--- config.mk ---
export PLATFORM = sky130hd
export DESIGN_NAME = stable_priority_task_queue
export DESIGN_NICKNAME = d
export VERILOG_FILES = /design/src/hw/rtl/sptq_pkg.sv /design/src/hw/rtl/sptq_ram.sv /design/src/hw/rtl/stable_priority_task_queue.sv
export SDC_FILE = /design/constraint.sdc
export NUM_CORES = 1
export LEC_CHECK = 0
export BUFFER_PORTS_ARGS = -buffer_cell sky130_fd_sc_hd__buf_4
export CAP_MARGIN = 15
export CELL_PAD_IN_SITES_DETAIL_PLACEMENT = 1
export CELL_PAD_IN_SITES_GLOBAL_PLACEMENT = 2
export CORE_MARGIN = 2
export CORE_UTILIZATION = 40
export DETAILED_ROUTE_END_ITERATION = 8
export GPL_ROUTABILITY_DRIVEN = 0
export HOLD_SLACK_MARGIN = 0.12
export PLACE_DENSITY = 0.85
export SETUP_SLACK_MARGIN = 0.02
export SYNTH_ARGS = -nofsm -noshare
export SYNTH_HDL_FRONTEND = slang
export SYNTH_SLANG_ARGS = --single-unit
--- constraint.sdc ---
create_clock -name clk -period 4.2 [get_ports clk]
set_input_delay 0.84 -clock clk [delete_from_list [all_inputs] [get_ports clk]]
set_output_delay 0.84 -clock clk [all_outputs]
set_load 0.05 [all_outputs]
--- src/hw/rtl/sptq_pkg.sv ---
package sptq_pkg;

	localparam int ID_W  = 8;
	localparam int PRI_W = 8;
	localparam int CMD_W = 3;
	localparam int ST_W  = 2;

	localparam logic [CMD_W-1:0] CMD_ENQUEUE = 3'd0;
	localparam logic [CMD_W-1:0] CMD_DEQUEUE = 3'd1;
	localparam logic [CMD_W-1:0] CMD_CANCEL  = 3'd2;
	localparam logic [CMD_W-1:0] CMD_PROMOTE = 3'd3;
	localparam logic [CMD_W-1:0] CMD_RESUME  = 3'd4;

	localparam logic [ST_W-1:0] ST_OK       = 2'd0;
	localparam logic [ST_W-1:0] ST_EMPTY    = 2'd1;
	localparam logic [ST_W-1:0] ST_FULL     = 2'd2;
	localparam logic [ST_W-1:0] ST_NOTFOUND = 2'd3;

	localparam logic signed [PRI_W-1:0] PRI_MIN = -8'sd128;

	typedef struct packed {
		logic [ID_W-1:0]         id;
		logic signed [PRI_W-1:0] pri;
	} entry_t;

	localparam int ENTRY_W = $bits(entry_t);

	typedef struct packed {
		logic [ST_W-1:0]         status;
		logic [ID_W-1:0]         pid;
		logic signed [PRI_W-1:0] ppri;
		logic                    yld;
	} result_t;

	typedef enum logic [1:0] {
		S_IDLE,
		S_RD,
		S_EV,
		S_OUT
	} state_t;

	typedef enum logic [2:0] {
		OP_INS,
		OP_HEAD,
		OP_FIND,
		OP_REM,
		OP_PRO
	} op_t;

endpackage

--- src/hw/rtl/sptq_ram.sv ---
module sptq_ram #(
	parameter int WIDTH = 16,
	parameter int DEPTH = 16
) (
	input  logic                     clk,
	input  logic                     we,
	input  logic [$clog2(DEPTH)-1:0] waddr,
	input  logic [WIDTH-1:0]         wdata,
	input  logic                     re,
	input  logic [$clog2(DEPTH)-1:0] raddr,
	output logic [WIDTH-1:0]         rdata
);

	logic [WIDTH-1:0] mem_q [DEPTH];

	always_ff @(posedge clk) begin
		if (we) begin
			mem_q[waddr] <= wdata;
		end
		if (re) begin
			rdata <= mem_q[raddr];
		end
	end

endmodule

--- src/hw/rtl/stable_priority_task_queue.sv ---
// Sequencing: a command that needs no entry read (full enqueue, empty dequeue or resume,
// unknown code) goes straight from acceptance to the output state. Each entry read passes
// through a RAM read state and an evaluation state, and a scan that ends without a read
// passes through the read state once more before the output state.
// Handshake: one command at a time; the next is taken the cycle after the result registers.
// Reset: arst_n clears the entry count, the sequencer and the output valid; RAM is not cleared.
module stable_priority_task_queue
	import sptq_pkg::*;
#(
	parameter int QUEUE_DEPTH = 16
) (
	input  logic                     clk,
	input  logic                     arst_n,
	input  logic                     in_valid,
	output logic                     in_ready,
	input  logic [CMD_W-1:0]         command,
	input  logic [ID_W-1:0]          task_id,
	input  logic signed [PRI_W-1:0]  task_priority,
	output logic                     out_valid,
	input  logic                     out_ready,
	output logic [ST_W-1:0]          status,
	output logic [ID_W-1:0]          popped_id,
	output logic signed [PRI_W-1:0]  popped_priority,
	output logic                     yield_flag
);

	localparam int AW = $clog2(QUEUE_DEPTH);
	localparam int CW = $clog2(QUEUE_DEPTH + 1);
	localparam logic [CW-1:0] FULL_C = CW'(QUEUE_DEPTH);
	localparam logic [CW-1:0] ONE_C  = CW'(1);

	state_t state_q, state_d;
	op_t    op_q, op_d;
	logic [CW-1:0] ptr_q, ptr_d;
	logic [CW-1:0] count_q, count_d;
	logic out_valid_q;

	logic [CMD_W-1:0]        cmd_q;
	logic [ID_W-1:0]         id_q;
	logic signed [PRI_W-1:0] pri_q;
	result_t res_q, res_d;
	result_t out_q;
	logic cap, out_load;

	logic          we, re;
	logic [AW-1:0] waddr, raddr;
	entry_t        wdata;
	logic [ENTRY_W-1:0] rdata;
	entry_t        rd_ent;
	logic          rd_gt;

	sptq_ram #(
		.WIDTH(ENTRY_W),
		.DEPTH(QUEUE_DEPTH)
	) u_ram (
		.clk  (clk),
		.we   (we),
		.waddr(waddr),
		.wdata(wdata),
		.re   (re),
		.raddr(raddr),
		.rdata(rdata)
	);

	assign rd_ent = entry_t'(rdata);
	// The one shared priority comparator: stored priority against the command's priority.
	assign rd_gt  = rd_ent.pri > pri_q;

	always_comb begin
		state_d  = state_q;
		op_d     = op_q;
		ptr_d    = ptr_q;
		count_d  = count_q;
		res_d    = res_q;
		cap      = 1'b0;
		out_load = 1'b0;
		we       = 1'b0;
		re       = 1'b0;
		waddr    = '0;
		raddr    = '0;
		wdata    = '0;
		unique case (state_q)
			S_IDLE: begin
				if (in_valid) begin
					cap     = 1'b1;
					res_d   = '0;
					ptr_d   = '0;
					state_d = S_OUT;
					unique case (command)
						CMD_ENQUEUE: begin
							if (count_q == FULL_C) begin
								res_d.status = ST_FULL;
							end else begin
								op_d    = OP_INS;
								ptr_d   = count_q;
								state_d = S_RD;
							end
						end
						CMD_DEQUEUE: begin
							if (count_q == '0) begin
								res_d.status = ST_EMPTY;
							end else begin
								op_d    = OP_HEAD;
								state_d = S_RD;
							end
						end
						CMD_CANCEL, CMD_PROMOTE: begin
							op_d    = OP_FIND;
							state_d = S_RD;
						end
						CMD_RESUME: begin
							if (count_q != '0) begin
								op_d    = OP_HEAD;
								state_d = S_RD;
							end
						end
						default: ;
					endcase
				end
			end
			S_RD: begin
				state_d = S_EV;
				unique case (op_q)
					OP_INS: begin
						if (ptr_q == '0) begin
							we      = 1'b1;
							wdata   = '{id: id_q, pri: pri_q};
							count_d = count_q + ONE_C;
							state_d = S_OUT;
						end else begin
							re    = 1'b1;
							raddr = AW'(ptr_q - ONE_C);
						end
					end
					OP_HEAD: begin
						re = 1'b1;
					end
					OP_FIND: begin
						if (ptr_q == count_q) begin
							res_d.status = ST_NOTFOUND;
							state_d      = S_OUT;
						end else begin
							re    = 1'b1;
							raddr = AW'(ptr_q);
						end
					end
					OP_REM: begin
						if (CW'(ptr_q + ONE_C) >= count_q) begin
							count_d = count_q - ONE_C;
							state_d = S_OUT;
						end else begin
							re    = 1'b1;
							raddr = AW'(ptr_q + ONE_C);
						end
					end
					OP_PRO: begin
						if (ptr_q == '0) begin
							we      = 1'b1;
							wdata   = '{id: id_q, pri: PRI_MIN};
							state_d = S_OUT;
						end else begin
							re    = 1'b1;
							raddr = AW'(ptr_q - ONE_C);
						end
					end
				endcase
			end
			S_EV: begin
				state_d = S_RD;
				unique case (op_q)
					OP_INS: begin
						we    = 1'b1;
						waddr = AW'(ptr_q);
						if (rd_gt) begin
							wdata = rd_ent;
							ptr_d = ptr_q - ONE_C;
						end else begin
							wdata   = '{id: id_q, pri: pri_q};
							count_d = count_q + ONE_C;
							state_d = S_OUT;
						end
					end
					OP_HEAD: begin
						if (cmd_q == CMD_DEQUEUE) begin
							res_d.pid  = rd_ent.id;
							res_d.ppri = rd_ent.pri;
							op_d       = OP_REM;
							ptr_d      = '0;
						end else if (rd_gt) begin
							state_d = S_OUT;
						end else if (count_q == FULL_C) begin
							res_d.status = ST_FULL;
							state_d      = S_OUT;
						end else begin
							res_d.yld = 1'b1;
							op_d      = OP_INS;
							ptr_d     = count_q;
						end
					end
					OP_FIND: begin
						if (rd_ent.id == id_q) begin
							op_d = (cmd_q == CMD_CANCEL) ? OP_REM : OP_PRO;
						end else begin
							ptr_d = ptr_q + ONE_C;
						end
					end
					OP_REM: begin
						we    = 1'b1;
						waddr = AW'(ptr_q);
						wdata = rd_ent;
						ptr_d = ptr_q + ONE_C;
					end
					OP_PRO: begin
						we    = 1'b1;
						waddr = AW'(ptr_q);
						wdata = rd_ent;
						ptr_d = ptr_q - ONE_C;
					end
				endcase
			end
			S_OUT: begin
				if (!out_valid_q || out_ready) begin
					out_load = 1'b1;
					state_d  = S_IDLE;
				end
			end
		endcase
	end

	always_ff @(posedge clk or negedge arst_n) begin
		if (!arst_n) begin
			state_q     <= S_IDLE;
			op_q        <= OP_INS;
			ptr_q       <= '0;
			count_q     <= '0;
			out_valid_q <= 1'b0;
		end else begin
			state_q <= state_d;
			op_q    <= op_d;
			ptr_q   <= ptr_d;
			count_q <= count_d;
			if (out_load) begin
				out_valid_q <= 1'b1;
			end else if (out_ready) begin
				out_valid_q <= 1'b0;
			end
		end
	end

	always_ff @(posedge clk) begin
		res_q <= res_d;
		if (cap) begin
			cmd_q <= command;
			id_q  <= task_id;
			pri_q <= task_priority;
		end
		if (out_load) begin
			out_q <= res_q;
		end
	end

	assign in_ready        = (state_q == S_IDLE);
	assign out_valid       = out_valid_q;
	assign status          = out_q.status;
	assign popped_id       = out_q.pid;
	assign popped_priority = out_q.ppri;
	assign yield_flag      = out_q.yld;

endmodule

==> results.sh, run 1 <==
export IMPL_clkTransAtPathRegs_ns=0.06
export IMPL_worstSetupPathType="reg -> reg"
export IMPL_min_period_over_period_pct=94.3
export IMPL_cts_root_buffer="clkbuf_16"
export IMPL_layout_cells_non_filler=1769
export IMPL_fmax_mhz=252
export IMPL_netlist_area_um2=15000
export IMPL_core_area_um2=37300
export IMPL_vias=10224
export IMPL_die_h_um=198
export IMPL_rr_worst_depth=13
export IMPL_grt_pass1_vias=10680
export IMPL_postRouteAntennaNets=0
export IMPL_finalWirelength_um=43900
export IMPL_reg2reg_from="ptr_q[0]"
export IMPL_post_place_ws_ns=0.253
export IMPL_finalInstanceArea_um2=17200
export IMPL_p_leak_nw=6.17
export IMPL_critical_path_required_ns=4.47
export IMPL_crit_chain="ha_1, nand3_1, xnor2_1, ha_1, nor4bb_1, nand2_1, a31o_2, a31o_4, buf_12, nand2_1, and3_1, a311o_1, nand4_1"
export IMPL_regArea_um2=10300
export IMPL_setup_tns_ns=0
export IMPL_critical_path_endpoint_type="flip-flop"
export IMPL_fin_crit_ns=3.96
export IMPL_gr_usage_all_layers_pct=22.5
export IMPL_grt_pass1_wl_um=65300
export IMPL_finalWorstSetupSlack_ns=0.239
export IMPL_hold_path_class="in -> async"
export IMPL_clock_skew_ns=0.0139
export IMPL_ys_types=76
export IMPL_start_kind="flip-flop"
export IMPL_gr_total_overflow=0
export IMPL_num_io_pins=44
export IMPL_crit_slowest_cell="dfrtp_1"
export IMPL_slew_headroom_pct=34.1
export IMPL_async_reset_ff_share_pct=4.64
export IMPL_place_area_um2=16100
export IMPL_cts_sink_count=345
export IMPL_wl_per_cell_um=24.8
export IMPL_rsz0062_at_grt="no"
export IMPL_ys_flop_type="edfxtp_1"
export IMPL_finalMaxSlewViolations=0
export IMPL_multi_input_area_um2=4400
export IMPL_setup_viol=0
export IMPL_viasPerCell=5.78
export IMPL_cp_startpoint="ptr_q[0]"
export IMPL_fillers=3906
export IMPL_drt_initial_drc_count=960
export IMPL_portBuffers=43
export IMPL_r2r_end="u_ram.rdata[6]"
export IMPL_vdd_ir_drop_max_v=0.000351
export IMPL_cts_tree="built"
export IMPL_h_tree_depth=2
export IMPL_antenna_cells=0
export IMPL_syn_to_final_growth_pct=14.4
export IMPL_dr_pass1_iters=5
export IMPL_synth_edff_count=329
export IMPL_cts_buffer_depth=3
export IMPL_finalNetCount=1315
export IMPL_hold_violations=0
export IMPL_cap_violations=0
export IMPL_start_util_pct=40.3
export IMPL_place_inst=1703
export IMPL_synth_nets=1257
export IMPL_row_count=71
export IMPL_final_layout_size_suffix_gt1_share_pct=13.5
export IMPL_yosysSeqAreaShare_pct=68.4
export IMPL_status="finished, final reports clean"
export IMPL_ys_seq_elements=345
export IMPL_clk_latency_ns=0.53
export IMPL_yosysWarnings=0
export IMPL_drcViolationCount=0
export IMPL_crit_path_max_incr_delay_ns=0.63
export IMPL_tightestPinTransition_ns=0.989
export IMPL_cp_max_fo=42
export IMPL_grt_max_degree=68
export IMPL_rrSetupSlack_ns=0.24
export IMPL_arrival_ns=4.23
export IMPL_p_per_area_nw_per_um2=716
export IMPL_dieArea_um2=39200
export IMPL_synthCells=1212
export IMPL_die_w_um=198
export IMPL_cts_hold_buf=0
export IMPL_power_total_mw=12.3
export IMPL_critPathCapture="u_ram.rdata[6]"
export IMPL_cts_made_buffers=37
export IMPL_avgSynthCellArea_um2=12.4
export IMPL_antenna_found_initial=1
export IMPL_post_dp_hpwl_um=27300
==> critical path, delay by kind of cell (launching register included) <==
kind            cells  cell delay [ns]
simple gates        6             1.02
buf+inv             1             0.24
fa+ha+maj           2             0.61
xor+xnor            1             0.25
flops               1             0.63
compound gates      3             0.90
==> report_power, final <==
part | total, mW | switching, mW | internal [mW] | leakage, nW
clock | 3.03 | 1.31 | 1.72 | 0.528
combinational | 4.27 | 2.96 | 1.32 | 2.39
sequential | 5.02 | 0.361 | 4.66 | 3.25
==> state kept, by name, summed over array words and instances, names as in the netlist <==
register         cells
res_q               19
pri_q                8
count_q              5
ptr_q                5
u_ram.rdata         16
cmd_q                3
id_q                 8
status               2
yield_flag           1
u_ram.mem_q        256
popped_id            8
popped_priority      8
op_q                 3
state_q              2
out_valid            1
==> cell usage after synthesis (5+ instances only) <==
cell type,count,area (um^2)
xnor2_1,15,131
a22o_1,13,114
and3_1,19,119
edfxtp_1,329,9880
nor3_1,5,25.0
o21ai_0,21,105
xor2_1,8,70.1
nand4_1,37,231
and2_1,23,144
nand3_1,139,696
inv_1,25,93.8
ha_1,22,275
nor2_1,46,173
a311o_1,17,170
a22oi_1,5,37.5
clkbuf_1,29,109
nand2_1,281,1050
buf_2,35,175
nor2b_1,9,56.3
nand2b_1,8,50.1
a21oi_1,18,90.1
dfrtp_1,16,400
==> cell usage in the layout, fill, tap and decap left out, types with 15 or more instances in the layout <==
master     instances
inv_1             25
buf_4             81
nor2_2            16
nor2_1            30
and3_1            19
clkbuf_16         38
and2_1            23
a311o_1           17
edfxtp_1         329
a21oi_1           18
ha_1              22
dfrtp_1           16
nand3_1          139
nand2_1          281
o21ai_0           21
nand4_1           37
xnor2_1           15
==> layout make-up <==
type                            count  area share (%)
Multi-Input combinational cell    772            25.6
Inverter                           26           0.567
Clock buffer                       49            5.77
Tap cell                          474            3.45
Timing Repair Buffer               88            4.30
Sequential cell                   345            59.8
Clock inverter                     15           0.596
==> cells by family (layout without fill, tap and decap cells) <==
| group | Yosys count | count (layout) | share of synthesized area (%) |
|---|---|---|---|
| buf+inv | 96 | 178 | 2.81 |
| flops | 345 | 345 | 68.4 |
| simple gates | 591 | 591 | 18.2 |
| xor+xnor | 23 | 23 | 1.34 |
| fa+ha+maj | 22 | 22 | 1.83 |
| compound gates | 128 | 129 | 6.99 |
| mux | 7 | 7 | 0.491 |
==> repair_timing <==
item | in CTS | in global routing
endpoints found under the setup margin | 0 | 6
buffers inserted | 0 | 1
resized for setup | 0 | 1
endpoints found under the hold margin | 0 | 0
==> metrics by stage <==
step | hold WS, ns | utilization, %
after detailed placement | 0.406 | 43.1
final | 0.176 | 46.1
after floorplan | 0.400 | -
after CTS | 0.171 | 46.1
after global routing | 0.179 | 46.1
after global placement | 0.401 | 43.1
==> worst min path at each step <==
stage	from	cells past startpoint	to	slack, ns
5_1_grt	arst_n	1	op_q[2]	0.18
4_1_cts	arst_n	1	op_q[0]	0.17
2_1_floorplan	res_q[9]	0	popped_id[0]	0.40
3_3_place_gp	res_q[14]	0	popped_id[5]	0.40
3_5_place_dp	res_q[12]	0	popped_id[3]	0.41
6_report	arst_n	1	op_q[0]	0.18
==> per-layer routing <==
layer	track usage (%)	vias up	wire, um
met3	4.36	79	2870
met4	6.66	0	1080
li1	-	4567	-
met5	0	-	0
met1	31.0	5258	19000
met2	36.3	320	20900
No activity file was read; power rests on OpenSTA's default activity.
==> inputs of run 2 (changes only) <==
RECOVER_POWER = 25   (was not set)
==> results.sh, run 2 (synthesis gave the netlist of run 1 again) <==
export IMPL_setup_tns_ns=0
export IMPL_multi_input_area_um2=4390
export IMPL_cts_tree="built"
export IMPL_place_inst=1703
export IMPL_cts_hold_buf=0
export IMPL_regArea_um2=10300
export IMPL_core_area_um2=37300
export IMPL_start_util_pct=40.3
export IMPL_vias=10242
export IMPL_clock_skew_ns=0.0148
export IMPL_hold_path_class="reg -> reg"
export IMPL_p_per_area_nw_per_um2=718
export IMPL_start_kind="flip-flop"
export IMPL_fillers=3899
export IMPL_postRouteAntennaNets=0
export IMPL_violations="capacitance limit, slew limit"
export IMPL_most_common_layout_cells="edfxtp_1, nand2_1, nand3_1"
export IMPL_internal_power_mw=7.63
export IMPL_min_period_over_period_pct=94.1
export IMPL_finalMaxSlewViolations=57
export IMPL_switching_share_pct=37.8
export IMPL_row_count=71
export IMPL_wl_per_cell_um=24.9
export IMPL_finalNetCount=1315
export IMPL_grt_pass1_vias=10680
export IMPL_status="finished, violations left"
export IMPL_cts_sink_count=345
export IMPL_clkTransAtPathRegs_ns=0.06
export IMPL_die_h_um=198
export IMPL_final_layout_size_suffix_gt1_share_pct=11.1
export IMPL_finalWirelength_um=44000
export IMPL_critical_path_required_ns=4.47
export IMPL_viasPerCell=5.79
export IMPL_layout_cells_non_filler=1769
export IMPL_cp_max_fo=42
export IMPL_clk_latency_ns=0.53
export IMPL_rsz0062_at_grt="no"
export IMPL_cts_buffer_depth=3
export IMPL_largest_reg_flops=256
export IMPL_drt_initial_drc_count=941
export IMPL_post_dp_hpwl_um=27300
export IMPL_worstSetupPathType="reg -> reg"
export IMPL_setup_viol=0
export IMPL_critical_path_endpoint_type="flip-flop"
export IMPL_clkPwrFrac_pct=24.7
export IMPL_grt_pass1_wl_um=65300
export IMPL_rrSetupSlack_ns=0.25
export IMPL_hold_violations=0
export IMPL_dieArea_um2=39200
export IMPL_cts_root_buffer="clkbuf_16"
export IMPL_h_tree_depth=2
export IMPL_cap_violations=2
export IMPL_die_w_um=198
export IMPL_biggestRegsByFlops="u_ram.mem_q (256), res_q (19), u_ram.rdata (16)"
export IMPL_syn_to_final_growth_pct=13.6
export IMPL_dr_pass1_iters=5
export IMPL_portBuffers=43
export IMPL_vdd_ir_drop_max_v=0.000351
export IMPL_cts_made_buffers=37
export IMPL_gr_usage_all_layers_pct=22.5
export IMPL_arrival_ns=4.22
export IMPL_pwr_share_seq_pct=41.0
export IMPL_grt_max_degree=68
export IMPL_drcViolationCount=0
export IMPL_num_io_pins=44
export IMPL_tightestPinTransition_ns=1.90
export IMPL_antenna_found_initial=1
export IMPL_fmax_mhz=253
export IMPL_fin_crit_ns=3.95
export IMPL_top_register="u_ram.mem_q"
export IMPL_antenna_cells=0
export IMPL_p_leak_nw=6.05
export IMPL_gr_total_overflow=0
export IMPL_p_switching_mw=4.63
export IMPL_slew_headroom_pct=-26.4
export IMPL_layout_commonest_cell="edfxtp_1"
export IMPL_combinationalPowerShare_pct=34.3
## run 2: worst paths after layout
path / endpoint / depth (start not counted) / start
max: u_ram.rdata[6] / 13 / ptr_q[0]
min: popped_id[5] / 0 / res_q[14]
max reg2reg: u_ram.rdata[6] / 13 / ptr_q[0]
min reg2reg: popped_id[5] / 0 / res_q[14]
max in group asynchronous: ptr_q[4] / 1 / arst_n
min in group asynchronous: op_q[2] / 1 / arst_n
## run 2: cell type report
cell class	count	area share [%]
multi-input cells	772	25.7
clock inverters	15	0.600
repair buffers	88	3.68
inverters	26	0.571
well taps	474	3.47
flip-flops and latches	345	60.2
clock buffers	49	5.81
## run 2: layer usage
layer  vias up  routed length [um]  share of wire (%)  GRT usage, %
li1       4564                   -                  -             -
met1      5263               19000                 43          31.0
met2       337               20800                 47          36.3
met3        78                3010                6.8          4.36
met4         0                1130                2.6          6.66
met5         -                   0                  0             0
## run 2: repair_timing
action / in CTS / in global routing
resized for setup: 0 / 1
buffers inserted: 0 / 1
endpoints found under the setup margin: 0 / 6
## run 2: power by group through the flow
stage | clock (mW) | sequential (mW) | combinational [mW]
after floorplan | 0 | 5.08 | 2.68
after global placement | 0 | 5.06 | 4.07
after detailed placement | 0 | 5.08 | 4.22
after CTS | 3.07 | 5.01 | 4.25
after global routing | 3.21 | 5.07 | 4.59
final | 3.03 | 5.03 | 4.21
## run 2: worst max-delay path, stage by stage, from the launching register on
cell and delay, ns:
dfrtp_1 0.63, ha_1 0.30, nand3_1 0.11, xnor2_1 0.25, ha_1 0.31, nor4bb_1 0.43, nand2_1 0.10, a31o_2 0.35
a31o_4 0.38, buf_12 0.24, nand2_1 0.09, and3_1 0.19, a311o_1 0.17, nand4_1 0.09
## run 2: metrics by stage
stage / utilization (%) / instance area, um^2 / total power [mW] / setup WS (ns) / hold slack [ns]
global route: 45.8 / 17100 / 12.9 / 0.0474 / 0.429
CTS: 46.1 / 17200 / 12.3 / 0.193 / 0.171
floorplan: - / 15000 / 7.75 / 0.851 / 0.400
detailed placement: 43.1 / 16100 / 9.30 / 0.253 / 0.406
global placement: 43.1 / 16100 / 9.13 / 0.437 / 0.401
finish: 45.8 / 17100 / 12.3 / 0.247 / 0.420
==> inputs of run 3 (changes only) <==
CORE_UTILIZATION = 44   (was 40)
PLACE_DENSITY = 0.91   (was 0.85)
==> results.sh, run 3 (synthesis gave the netlist of run 1 again) <==
export IMPL_gr_usage_all_layers_pct=24.3
export IMPL_antenna_cells=0
export IMPL_grt_pass1_vias=10872
export IMPL_clkTransAtPathRegs_ns=0.06
export IMPL_grt_pass1_wl_um=65500
export IMPL_finalNetCount=1314
export IMPL_reg2reg_from="ptr_q[1]"
export IMPL_worstSetupPathType="reg -> reg"
export IMPL_rrSetupSlack_ns=0.21
export IMPL_cp_startpoint="ptr_q[1]"
export IMPL_drcViolationCount=0
export IMPL_num_io_pins=44
export IMPL_syn_to_final_growth_pct=14.0
export IMPL_min_period_over_period_pct=95.1
export IMPL_path_delay_family="compound AO/OA/AOI/OAI gates"
export IMPL_vias=10358
export IMPL_crit_chain="ha_1, nand3_1, xnor2_1, ha_1, nor4bb_1, a22oi_1, a31o_2, a31oi_4, buf_12, nand2_1, and3_1, a311o_1, nand4_1"
export IMPL_cp_max_fo=65
export IMPL_tightestPinTransition_ns=1.64
export IMPL_status="finished, violations left"
export IMPL_crit_path_max_incr_delay_ns=0.60
export IMPL_most_common_layout_cells="edfxtp_1, nand2_1, nand3_1"
export IMPL_wl_per_cell_um=24.7
export IMPL_start_util_pct=44.7
export IMPL_portBuffers=43
export IMPL_postRouteAntennaNets=0
export IMPL_post_dp_hpwl_um=26300
export IMPL_hold_path_class="reg -> reg"
export IMPL_finalMaxSlewViolations=57
export IMPL_fmax_mhz=250
export IMPL_setup_tns_ns=0
export IMPL_fin_crit_ns=3.99
export IMPL_grt_max_degree=66
export IMPL_cts_made_buffers=38
export IMPL_final_layout_size_suffix_gt1_share_pct=11.6
export IMPL_worst_path_buf_inv=1
export IMPL_top_register="u_ram.mem_q"
export IMPL_viasPerCell=5.93
export IMPL_hold_violations=0
export IMPL_core_area_um2=33600
export IMPL_crit_cells=13
export IMPL_rr_worst_depth=13
export IMPL_dr_pass1_iters=6
export IMPL_p_per_area_nw_per_um2=729
export IMPL_crit_slowest_cell="dfrtp_1"
export IMPL_vdd_ir_drop_max_v=0.000456
export IMPL_die_w_um=189
export IMPL_cts_root_buffer="clkbuf_16"
export IMPL_drt_initial_drc_count=877
export IMPL_dieArea_um2=35700
export IMPL_row_count=67
export IMPL_critPathCapture="u_ram.rdata[1]"
export IMPL_h_tree_depth=2
export IMPL_die_h_um=189
export IMPL_clock_skew_ns=0.0170
export IMPL_setup_viol=0
export IMPL_largest_reg_flops=256
export IMPL_start_kind="flip-flop"
export IMPL_clk_latency_ns=0.54
export IMPL_cts_sink_count=345
export IMPL_arrival_ns=4.39
export IMPL_cp_common_cell="ha_1"
export IMPL_p_leak_nw=6.07
export IMPL_critical_path_endpoint_type="flip-flop"
export IMPL_violations="capacitance limit, slew limit"
export IMPL_finalInstanceArea_um2=17100
export IMPL_finalWirelength_um=43100
export IMPL_cts_tree="built"
export IMPL_gr_total_overflow=0
export IMPL_slew_headroom_pct=-9.51
export IMPL_rsz0062_at_grt="no"
export IMPL_place_area_um2=16000
export IMPL_cts_buffer_depth=3
export IMPL_cap_violations=2
export IMPL_ctsResizeCount=0
export IMPL_antenna_found_initial=0
export IMPL_r2r_end="u_ram.rdata[1]"
export IMPL_critical_path_required_ns=4.60
export IMPL_layout_commonest_cell="edfxtp_1"
export IMPL_biggestRegsByFlops="u_ram.mem_q (256), res_q (19), u_ram.rdata (16)"
-- run 3: cell count changes in the layout (fill, tap and decap cells not counted), sizes merged --
cell | before | now
buf | 43 | 40
bufinv | 1 | 4
clkbuf | 94 | 91
clkinv | 13 | 15
clkinvlp | 1 | 3
inv | 26 | 28
-- run 3: area by class of cell --
type	count	area (um^2)
fill	3447	16500
sequential	345	10300
multi-input combinational	772	4400
clock buffer	45	998
timing repair buffer	86	568
tap	448	561
clock inverter	24	236
inverter	26	97.6
-- run 3: metrics by stage --
stage | power [mW] | setup slack [ns] | std cells | hold slack [ns] | util, %
2_1_floorplan | 7.75 | 0.851 | 1212 | 0.400 | -
3_3_place_gp | 9.04 | 0.376 | 1674 | 0.403 | 47.6
3_5_place_dp | 9.22 | 0.264 | 1674 | 0.406 | 47.6
4_1_cts | 12.6 | 0.223 | 1743 | 0.163 | 51.3
5_1_grt | 13.1 | 0.0627 | 1746 | 0.422 | 51.0
6_report | 12.5 | 0.207 | 1746 | 0.416 | 51.0
-- run 3: repair_timing --
action                                  4_1_cts  5_1_grt
buffers inserted                              0        2
hold buffers                                  0        0
endpoints found under the setup margin        0        2
-- run 3: layer usage --
metal | part of all wire, % | GRT usage, % | up-vias
met1 | 41 | 31.1 | 5313
met2 | 49 | 41.5 | 388
met4 | 3.1 | 8.80 | 0
met3 | 6.8 | 4.58 | 88
li1 | - | - | 4569
met5 | 0 | 0 | -
-- run 3: how the worst min path moves through the flow --
| stage | start | endpoint | cells past startpoint |
|---|---|---|---|
| floorplan | res_q[9] | popped_id[0] | 0 |
| global placement | res_q[8] | popped_priority[7] | 0 |
| detailed placement | res_q[12] | popped_id[3] | 0 |
| CTS | arst_n | ptr_q[4] | 1 |
| global route | res_q[11] | popped_id[2] | 0 |
| finish | res_q[11] | popped_id[2] | 0 |
-- run 3: report_power, final --
| group | switching, mW | leakage [nW] | internal (mW) |
|---|---|---|---|
| registers | 0.354 | 3.25 | 4.67 |
| logic | 2.96 | 2.22 | 1.22 |
| clock network | 1.35 | 0.599 | 1.96 |
| total | 4.66 | 6.07 | 7.84 |
